--- src/hdl/grid_slot_assigner_assert.svh ---
// ---------------------------------------------------------------------------
// grid_slot_assigner assertion macros
// Shorthand for the concurrent checks at the end of the top level.
// ---------------------------------------------------------------------------
`ifndef GRID_SLOT_ASSIGNER_ASSERT_SVH
`define GRID_SLOT_ASSIGNER_ASSERT_SVH

// The antecedent implies the consequent in the same cycle.
`define GSA_ASSERT_SAME(label, clk, rst, ante, cons, msg) \
   label: assert property (@(posedge clk) disable iff (rst) (ante) |-> (cons)) \
      else $error(msg);

// The antecedent implies the consequent in the next cycle.
`define GSA_ASSERT_NEXT(label, clk, rst, ante, cons, msg) \
   label: assert property (@(posedge clk) disable iff (rst) (ante) |=> (cons)) \
      else $error(msg);

`endif

--- src/hdl/gsa_ram.sv ---
// ---------------------------------------------------------------------------
// gsa_ram
// Generic single-write, single-read memory with a registered read port.
// ---------------------------------------------------------------------------
module gsa_ram #(
   parameter int WIDTH = 16,
   parameter int DEPTH = 256
) (
   input  logic                     clock,
   input  logic                     wr_en,
   input  logic [$clog2(DEPTH)-1:0] wr_addr,
   input  logic [WIDTH-1:0]         wr_data,
   input  logic                     rd_en,
   input  logic [$clog2(DEPTH)-1:0] rd_addr,
   output logic [WIDTH-1:0]         rd_data
);

   logic [WIDTH-1:0] mem [DEPTH];
   logic [WIDTH-1:0] rd_data_ff;

   always_ff @(posedge clock) begin
      if (wr_en) begin
         mem[wr_addr] <= wr_data;
      end
      if (rd_en) begin
         rd_data_ff <= mem[rd_addr];
      end
   end

   assign rd_data = rd_data_ff;

endmodule

--- config.mk ---
export PLATFORM = sky130hd
export DESIGN_NAME = gsa_ram
export DESIGN_NICKNAME = d
export VERILOG_FILES = /design/src/hdl/grid_slot_assigner_assert.svh /design/src/hdl/gsa_ram.sv
export SDC_FILE = /design/constraint.sdc
export NUM_CORES = 2
export LEC_CHECK = 0
export ABC_AREA = 1
export BUFFER_PORTS_ARGS = -buffer_cell sky130_fd_sc_hd__buf_2
export CORE_MARGIN = 5
export CORE_UTILIZATION = 27
export DETAILED_ROUTE_END_ITERATION = 10
export PLACE_DENSITY = 0.5
export SKIP_LAST_GASP = 1
export SLEW_MARGIN = 20
export SYNTH_ARGS = -nofsm -noshare
export SYNTH_HDL_FRONTEND = slang
export SYNTH_SLANG_ARGS = --single-unit
--- constraint.sdc ---
create_clock -name clock -period 1.95 [get_ports clock]
set_input_delay 0.0975 -clock clock [delete_from_list [all_inputs] [get_ports clock]]
set_output_delay 0.0975 -clock clock [all_outputs]
set_load 0.01 [all_outputs]
* Word level (Yosys, flattened, before mapping)
Memories as Yosys holds them, arrays and structs flattened. A register that Yosys moved wholly into a read port is not among the register bits. Cells that the tools add are included.
Storage, ports and cells: flip-flop bits (word level) 0, RAM bits 4096, output and inout bits 16, word-level logic and storage cells 3, memories kept 1
Cells by class: mux-type cells 2
Memory list:
- mem | depth 256, width 16, rd ports 1, clocked after memory_dff 1, wr ports 1, RTL line gsa_ram.sv:18 | logic [WIDTH-1:0] mem [DEPTH];
Operators by type and width (number):
- 2-to-1 mux 1 bit | 2

* Logic depth before layout (Yosys ltp)
word-level depth 2, depth in mapped cells 15, gate-level depth less buffers 11

* Least setup slack after synthesis
Ideal clock, no wire load.
path kind input to register, start input port wr_en, end memory mem[164][0], enable pin, data arrival time 1.550 ns, data required time 1.562 ns, setup slack 0.012 ns, stages 4, cells stage by stage clkbuf_1 -> nand3_1 -> clkbuf_1 -> nor2_1
On the way: word-level cells in the longest chain between the ends 2
RTL lines:
- start: declaration | RTL line gsa_ram.sv:10 | input logic wr_en,
- 2-to-1 mux 1 bit | RTL line gsa_ram.sv:22 | if (wr_en) begin
- 2-to-1 mux 1 bit (implied by the code) | RTL line gsa_ram.sv:23 | mem[wr_addr] <= wr_data;
- end: declaration | RTL line gsa_ram.sv:18
Every way passes these cells.

==> out/metrics.csv <==
metric,value,unit
"top cells by area, synth","edfxtp_1 (74%), nand3_1 (12%), nand2_1 (9.5%)",
arrival time worst endpoint,2880,ps
register area share after synthesis,0.744,
"flops & latches, synth",4112,
Via-to-Cell Ratio,4.83,
Post-Syn Instances,13600,
max cap viols,0,
Port Buffers,50,
max-slew violations,0,
fin crit share,1.08,
fraction of layout cells with a size suffix above 1,0.164,
core area,0.612,mm^2
post-CTS setup repair buffer count,0,
average wire per standard cell,23.9,um
# fillers,60000,
GR Overflow Total,0,
Worst Tran Pin Value,939,ps
Final min period,2110,ps
clk_lat worst skew,1020,ps
global-route met3 utilization,0.0211,
Worst setup startpoint,mem[3][8]$_DFFE_PP_,
Final nets,14700,
status,"complete, but fails checks",
RSZ-0062 raised after global routing,true,
final hold vios,0,
max_slew headroom,0.374,
number of clock sinks,4112,
CP max FO,1,
r2r setup slk,-160,ps
Clock transition at path regs,60,ps
HPWL Detailed,351000,um
gpl congestion,0.857,
CP max stage cell,edfxtp_1,
Final Setup Violations,8,
CP Buf/Inv Count,2,
Crit path depth,12,
area added between synthesis and finish,23.2,%
startpoint class of the critical path,flip-flop,
All-Layer GR Usage,0.168,
power per cell area,938,mW/mm^2
GR peak layer,met2,
vias in the first global route,105000,
"non-filler cells, final",23100,
M1 GR Usage,0.241,
die area,0.630,mm^2
maximum VDD drop,0.835,mV
IO Pins,51,
top cell type's share of synthesized area,0.744,
Max Root-Sink Buffers,4,
synthesized area per cell,12.2,um^2
yosys warns,0,
Die Width,794,um
worst r2r src,mem[3][8]$_DFFE_PP_,
Syn Std Cell Area,0.166,mm^2
Crit Path Class,flip-flop to flip-flop,
Worst R2R End,rd_data[8]$_DFFE_PP_,
"Req. time, crit path",2720,ps
initial antenna violation count,34,
worst hold slack,85.9,ps
most frequent cells in the layout,"nand2_1 (4183), edfxtp_1 (4112), nand3_1 (3698), buf_4 (916), buf_12 (489)",
root buffer cell,clkbuf_16,
Syn Nets,13700,
post-route setup slack,-161,ps
worst r2r path cells,12,
starting density of the core,0.271,
failing checks,setup timing,
leakage,71.5,nW
via count,111000,
Total Wirelength,552000,um
CTS Buf Count,438,
die height,794,um
pin count of the biggest net entering global routing,103,
min-delay worst type,primary input to flip-flop,
DRC,0,
"commonest non-fill, non-tap cell in the layout",nand2_1,
row count,287,
Post-DRT Antenna Nets,0,
CTS tree,yes,
Layout Utilization,0.334,
largest area contributor in the netlist,edfxtp_1,
Synth cell types,14,
met2 Use GR,0.269,
fmax,0.474,GHz
drt first-iter violations,12000,
Final TNS setup,-453,ps
Top delay family on crit path,simple AND/OR/NAND/NOR gates,
first-pass GRT wire length,788000,um
CP peak stage delay,360,ps
H-Tree Depth,5,
TritonRoute pass-1 iters,5,
placed insts,22200,
Critical Path Sink,rd_data[8]$_DFFE_PP_,
Worst Setup End Kind,flip-flop,
Final Skew,54.0,ps
critical-path cell list,"nand2_1, nand3_1, nand3_1, nand3_1, nand3_1, nand3_2, nand3_4, buf_4, nand2_1, nand2_1, buf_12, nand2_1",
-- metrics by stage --
step / setup WS (ps) / cell area [um^2] / power, mW
after global routing: -265 / 204000 / 198
after floorplan: 12.1 / 166000 / 105
after global placement: -1110 / 188000 / 114
after detailed placement: -1080 / 188000 / 114
final: -161 / 204000 / 192
after CTS: -256 / 203000 / 193
-- area by class of cell --
class,instances,area (um^2),share of cell area
antenna,8,20.0,0.0000980
clock buffer,549,11500,0.0561
clock inverter,239,1900,0.00931
inverter,39,199,0.000974
multi-input combinational,8529,39400,0.193
sequential,4112,123000,0.604
tap,8092,10100,0.0496
timing repair buffer,1504,17700,0.0866
-- how the worst min path moves through the flow --
stage / start / to / slack, ps / cells after the start
2_1_floorplan: wr_data[0] / mem[0][0]$_DFFE_PP_ / 200 / 0
3_3_place_gp: wr_data[3] / mem[104][3]$_DFFE_PP_ / 480 / 1
3_5_place_dp: wr_data[3] / mem[104][3]$_DFFE_PP_ / 490 / 1
4_1_cts: wr_data[3] / mem[66][3]$_DFFE_PP_ / 10 / 2
5_1_grt: wr_data[3] / mem[66][3]$_DFFE_PP_ / 60 / 2
6_report: wr_data[3] / mem[65][3]$_DFFE_PP_ / 90 / 2
-- power by group --
part	leakage (nW)	internal, mW	switching [mW]	total [mW]
sequential	37.0	97.5	0.150	97.6
clock	6.52	44.5	34.8	79.3
combinational	28.0	4.61	10.2	14.8
-- cell families (layout without fill, tap and decap cells) --
logic type             count (synthesis)  count (layout)  share of synthesized area
buffers and inverters                976            2331                     0.0321
flip-flops                          4112            4112                      0.744
other                                  0               8                          0
AND/OR/NAND/NOR                     8529            8529                      0.223
-- Yosys cell counts --
master    count
nand2_1    4211
edfxtp_1   4112
nand3_1    4035
buf_2       495
nor2_1      283
buf_4       163
clkbuf_1    154
buf_1        70
buf_6        53
inv_1        35
inv_2         2
inv_4         2
buf_12        1
buf_8         1
-- state kept, by name, summed over array words and instances, names as in the netlist --
register  count
mem        4096
rd_data      16
-- repair_timing --
| item | in CTS | in global routing |
|---|---|---|
| gates resized for setup | 262 | 187 |
| hold endpoints to repair | 4334 | 0 |
| endpoints found under the setup margin | 32 | 62 |
| hold buffers | 33 | 0 |
| pin swaps | 30 | 35 |
-- worst register-to-register path: cells and delay by family (launching register included) --
| kind | cells | cell delay, ps |
|---|---|---|
| simple gates | 10 | 1220 |
| flops | 1 | 360 |
| buf+inv | 2 | 270 |
-- routing by layer --
metal  vias to the layer above  part of all wire
li1                      50800                 -
met1                     56300              0.45
met2                      3721              0.46
met3                       642             0.063
met4                         6             0.027
met5                         -          0.000074
Power figures use the tool's default switching activity.
