`config.mk`:
```
export PLATFORM = sky130hd
export DESIGN_NAME = gsa_cursor
export DESIGN_NICKNAME = d
export VERILOG_FILES = /design/src/hdl/grid_slot_assigner_assert.svh /design/src/hdl/gsa_cursor.sv
export SDC_FILE = /design/constraint.sdc
export NUM_CORES = 1
export LEC_CHECK = 0
export BUFFER_PORTS_ARGS = -buffer_cell sky130_fd_sc_hd__buf_2
export CORE_AREA = 10 10 69 71
export DETAILED_ROUTE_END_ITERATION = 7
export DIE_AREA = 0 0 79 81
export PLACE_DENSITY = 0.77
export SLEW_MARGIN = 10
export SYNTH_ARGS = -nofsm -noshare
export SYNTH_HDL_FRONTEND = slang
export SYNTH_SLANG_ARGS = --single-unit
```
`constraint.sdc`:
```
create_clock -name clock -period 5.4 [get_ports clock]
set_input_delay 0.81 -clock clock [delete_from_list [all_inputs] [get_ports clock]]
set_output_delay 0.81 -clock clock [all_outputs]
set_load 0.01 [all_outputs]
```
`src/hdl/grid_slot_assigner_assert.svh`:
```
// ---------------------------------------------------------------------------
// grid_slot_assigner assertion macros
// Shorthand for the concurrent checks at the end of the top level.
// ---------------------------------------------------------------------------
`ifndef GRID_SLOT_ASSIGNER_ASSERT_SVH
`define GRID_SLOT_ASSIGNER_ASSERT_SVH

// The antecedent implies the consequent in the same cycle.
`define GSA_ASSERT_SAME(label, clk, rst, ante, cons, msg) \
   label: assert property (@(posedge clk) disable iff (rst) (ante) |-> (cons)) \
      else $error(msg);

// The antecedent implies the consequent in the next cycle.
`define GSA_ASSERT_NEXT(label, clk, rst, ante, cons, msg) \
   label: assert property (@(posedge clk) disable iff (rst) (ante) |=> (cons)) \
      else $error(msg);

`endif

```
`src/hdl/gsa_cursor.sv`:
```
// ---------------------------------------------------------------------------
// gsa_cursor
// Tracks the next free slot of the growing square grid, shell by shell.
// ---------------------------------------------------------------------------
module gsa_cursor #(
   parameter int MAX_SIDE = 16
) (
   input  logic                        clock,
   input  logic                        reset,
   input  logic                        step,
   output logic [$clog2(MAX_SIDE)-1:0] cur_x,
   output logic [$clog2(MAX_SIDE)-1:0] cur_y,
   output logic                        grid_full
);

   localparam int COORD_W = $clog2(MAX_SIDE);
   localparam int SIDE_W  = $clog2(MAX_SIDE + 1);
   localparam int SLOTS   = MAX_SIDE * MAX_SIDE;
   localparam int CNT_W   = $clog2(SLOTS + 1);

   logic [COORD_W-1:0] x_ff, x_in, y_ff, y_in;
   logic [SIDE_W-1:0]  side_ff, side_in;
   logic [CNT_W-1:0]   count_ff, count_in;
   logic [CNT_W-1:0]   side_sq;

   assign side_sq = CNT_W'(side_ff) * CNT_W'(side_ff);

   always_comb begin
      x_in     = x_ff;
      y_in     = y_ff;
      side_in  = side_ff;
      count_in = count_ff;
      if (step) begin
         count_in = count_ff + CNT_W'(1);
         if (count_in == side_sq) begin
            // Shell complete: open the next one at the top of the new column.
            if (side_ff < SIDE_W'(MAX_SIDE)) begin
               side_in = side_ff + SIDE_W'(1);
               x_in    = COORD_W'(side_ff);
               y_in    = '0;
            end
         end else if (SIDE_W'(x_ff) == side_ff - SIDE_W'(1)) begin
            // Walking down the right column; turn into the bottom row.
            if ((SIDE_W + 1)'(y_ff) + (SIDE_W + 1)'(2) == (SIDE_W + 1)'(side_ff)) begin
               x_in = '0;
            end
            y_in = y_ff + COORD_W'(1);
         end else begin
            x_in = x_ff + COORD_W'(1);
         end
      end
   end

   always_ff @(posedge clock) begin
      if (reset) begin
         x_ff     <= '0;
         y_ff     <= '0;
         side_ff  <= SIDE_W'(1);
         count_ff <= '0;
      end else begin
         x_ff     <= x_in;
         y_ff     <= y_in;
         side_ff  <= side_in;
         count_ff <= count_in;
      end
   end

   assign cur_x     = x_ff;
   assign cur_y     = y_ff;
   assign grid_full = (count_ff >= CNT_W'(SLOTS));

endmodule
```
; After elaboration in Yosys (flattened, before gate mapping)
; Cells that the tools add are included.
[op_classes]
eq_ne = 5
n_bitwise = 0
magnitude_cmp = 2
n_div = 0
n_reduce_logical = 4
n_addsub = 6
multipliers = 1
n_mux = 7
shift = 0
[ops]
columns = operator, count
row1 = two-way mux 4 bit, 7
row2 = adder 9 x 1 -> 9 bit (second input constant), 1
row3 = == test 9 bit, 1
row4 = >= comparator 9 bit (second input constant), 1
row5 = multiplier 5 x 5 -> 9 bit, 1
row6 = AND reduction 3 bit, 3
row7 = adder 4 x 1 -> 4 bit (second input constant), 2
row8 = adder 4 x 2 -> 5 bit (second input constant), 1
row9 = adder 5 x 1 -> 5 bit (second input constant), 1
row10 = == test 4 x 5 -> 1 bit, 1
row11 = == test 5 bit, 1
row12 = less-than comparator 5 bit (second input constant), 1
row13 = subtractor 5 x 1 -> 5 bit (second input constant), 1
row14 = != test 3 x 2 -> 1 bit (second input constant), 1
row15 = != test 2 x 1 -> 1 bit (second input constant), 1
row16 = nonzero test 2 bit, 1
[totals]
wordCells = 29
latch_bits = 0
regBits = 22
out_inout_bits = 9
mem_bits_ro = 0
mem_count = 0
mem_bits_rw = 0
inputBits = 3

; Longest topological paths before layout
[logic_depth]
depth_word = 5
mapped_depth = 16
depth_no_buf = 14

; Worst setup path after synthesis
; No wires, ideal clock.
[synth_path]
path_type = flip-flop to flip-flop
start = register side_ff[2]
end = register side_ff[0]
setup_slack_ps = 1039
setup_ps = 127
path_stages_with_launch = 16
arrival_ps = 4235
t_required_ps = 5273
period_less_slack_ps = 4361
n_path_buf = 2
cell_sequence = dfxtp_1 clkbuf_1 clkinv_1 fa_1 inv_1 fa_1 ha_1 a31o_2 ha_1 a21oi_1 xnor3_1 a2111oi_4 and2_4 buf_12 a21oi_2 or3_1
[synth_via]
elab_chain_len = 3
elab_cells_between_ends = 4
cone_classes = mul: 1 / order compare: 1 / eq/ne: 1 / reduce/logical: 1
[synth_lines]
columns = element, line_no
row1 = start: declaration, gsa_cursor.sv:22  ; logic [SIDE_W-1:0] side_ff, side_in;
row2 = start signal: assignment, gsa_cursor.sv:63  ; side_ff <= side_in;
row3 = multiplier 5 x 5 -> 9 bit, gsa_cursor.sv:26  ; assign side_sq = CNT_W'(side_ff) * CNT_W'(side_ff);
row4 = == test 9 bit, gsa_cursor.sv:35  ; if (count_in == side_sq) begin
row5 = AND reduction 3 bit (no source line) (*), n/a
; Mark *: on every way between the ends. The rest lies on a longest branch, timed or not.
; A chain may end at the register's enable or synchronous reset.

; Worst setup path after layout
; Same ends and word-level chain as after synthesis.

==> impl_metrics.yaml <==
pwr:
  share_seq_of_total_power_pct: 36.4
  power.density_nw_per_um2: 316.1
  intPower_mw: 0.3891
  p_sw_mw: 0.2658
  total_power_mw: 0.6549
  ir_worst_vdd_mv: 0.1983
  switching_share_pct: 40.58
  power_frac_comb_pct: 43.8
  p_leak_nw: 0.9441
  clkPwrFrac_pct: 19.8
critical_path:
  rr_startpoint: "side_ff[2]"
  crit_type: "register to register"
  r2r_end: "side_ff[0]"
  crit_fanout: 12
  cp.required_ns: 5.63
  start_kind: "register"
  regToRegSetupSlack_ns: 0.88
  crit_path_start: "side_ff[2]"
  reg2reg_depth: 13
  endpoint_kind: "register"
  crit_arrival_ns: 4.75
sta:
  fmax_mhz: 221.3
  final.min_clock_period_ns: 4.519
  finalCritPeriodShare_pct: 83.68
  setup_viol: 0
  finalClockSkew_ns: 0.02006
  tightest_slew_ns: 0.9497
  tns_ns: 0
  report.final.hold_viol_count: 0
  drv_slew: 0
  slew_headroom_pct: 36.62
  rsz0062_at_grt: "no"
clock_network:
  cts_buffer_depth: 2
  cts.repair.resized: 0
  clk_pin_slew_ns: 0.14
  clk_latency_ns: 0.32
  htree_num_levels: 1
  cts_setup_buffers: 0
  root_buffer: "clkbuf_4"
  numCtsBuffers: 3
  cts.sinks: 22
  cts_tree: "done"
  cts_hold_buffers: 0
logic_synthesis:
  synth.distinct_cells: 52
  synth_top_area_share_pct: 22.14
  synthCells: 235
  async_flop_share_pct: 0
  syn_avg_cell_area_um2: 8.466
  yosysSeqAreaShare_pct: 22.14
  ys_warn_count: 0
  synthTopCellsByArea: "dfxtp_1 22%, ha_1 11%, xnor2_1 8.8%"
  synth-main-ff-cell: "dfxtp_1"
  synth.largest_area_cell: "dfxtp_1"
  synth_edf_count: 0
  syn_area_um2: 1989
  synth-seq-cells: 22
  syn-num-nets: 258
detailed_routing:
  wl_per_cell_um: 14.25
  route.detailed.drc: 0
  num_vias: 1578
  drtIter0Drc: 92
  drtAntennaViolNets: 0
  viasPerCell: 5.537
  first_pass_iters: 4
  wl_mm: 4.062
floorplanning:
  dieHeight_um: 81
  rows: 22
  pin_count: 12
  start_util_pct: 56.46
  fp.dieW_um: 79
  die_area_um2: 6399
  fp.coreArea_um2: 3523
finish:
  fin_area_um2: 2072
  layout_commonest_cell: "nor2_1"
  area_growth_pct: 4.151
  fillers: 338
  antenna_cells: 0
  num-nets-final: 261
  instances_no_fill: 285
  most-common-layout-cells: "28 x nor2_1, 22 x dfxtp_1, 20 x xnor2_1, 17 x ha_1, 16 x inv_1"
  layout-drive-gt1-share_pct: 10.97
  fin_util_pct: 58.81
placement:
  port_buffers: 11
  placed_cells: 281
  place_hpwl_mm: 3.074
  postPlaceCellArea_um2: 2019
  place_congestion: 0.8355
flow_run:
  drv_cap: 0
grt:
  grt_pass1_wl_mm: 7.044
  gr-total-overflow: 0
  antenna_found_initial: 0
  grt_max_degree: 23
  grt_pass1_vias: 1424
  grtUsageTotal_pct: 13.19
min_path:
  hold_depth: 2
  min_to: "count_ff[7]"
  min_from: "count_ff[7]"
  hold_class: "register to register"
outcome:
  status: "completed"
==> kinds of logic after synthesis <==
logic type,synth area share [%]
AO/OA/AOI/OAI,16.23
buffers and inverters,7.484
XOR/XNOR,17.92
multiplexers,1.509
AND/OR/NAND/NOR,21.01
flip-flops,22.14
adder cells (fa/ha/maj),13.71
==> cell usage after synthesis, types with 3 or more instances <==
master / n
or3_1: 3
o211a_1: 4
nand4_1: 6
a31oi_1: 3
a21oi_1: 9
nand3_1: 11
clkbuf_1: 8
o22a_1: 4
o21ai_0: 4
inv_1: 16
xnor3_1: 3
xnor2_1: 20
nor3_1: 4
mux2i_1: 3
and2_1: 3
fa_1: 3
dfxtp_1: 22
nor2_1: 28
ha_1: 17
nand2_1: 13
xor2_1: 13
==> layer usage <==
metal,track usage (%),wire length (um)
met4,3.584,34
met1,18.45,1970
met5,0,0
met3,1.876,148
met2,20.64,1909
==> flip-flops by register name (all words and copies together), names as in the netlist <==
signal	cells
count_ff	9
cur_x	4
cur_y	4
side_ff	5
==> layout make-up <==
type / count / area (um2) / share of cell area [%]
multi-input cells: 183 / 1400 / 67.57
well taps: 48 / 60.06 / 2.899
flip-flops and latches: 22 / 440.4 / 21.26
inverters: 17 / 63.81 / 3.080
repair buffers: 11 / 55.05 / 2.657
clock buffers: 3 / 22.52 / 1.087
clock inverters: 1 / 30.03 / 1.449
==> worst max-delay path by stage <==
stage | endpoint | slack [ns]
2_1_floorplan | side_ff[0] | 1.04
3_3_place_gp | side_ff[0] | 1.04
3_5_place_dp | side_ff[0] | 0.89
4_1_cts | side_ff[0] | 0.86
5_1_grt | side_ff[3] | 0.54
6_report | side_ff[0] | 0.88
==> per-stage QoR <==
| stage | setup WS [ns] | hold slack (ns) |
|---|---|---|
| 3_3_place_gp | 1.042 | 0.5700 |
| 4_1_cts | 0.8602 | 0.6030 |
| 3_5_place_dp | 0.8865 | 0.5802 |
| 5_1_grt | 0.5383 | 0.6433 |
| 2_1_floorplan | 1.039 | 0.5190 |
| 6_report | 0.8813 | 0.6064 |
==> critical path: stages (launching register included) <==
cell	delay [ns]
dfxtp_1	0.52
clkinv_1	0.31
fa_1	0.59
inv_1	0.05
fa_1	0.45
ha_1	0.30
a31o_2	0.25
ha_1	0.33
a21oi_1	0.22
xnor3_1	0.38
a2111oi_4	0.33
and2_4	0.31
a21oi_2	0.07
or3_1	0.31
==> power by group through the flow <==
stage / Combinational [mW] / Clock, mW / Sequential, mW
after floorplan: 0.252 / 0 / 0.228
after global placement: 0.286 / 0 / 0.239
after detailed placement: 0.290 / 0 / 0.242
after CTS: 0.291 / 0.132 / 0.238
after global routing: 0.320 / 0.141 / 0.245
final: 0.287 / 0.130 / 0.238
(Power assumes the default switching activity.)
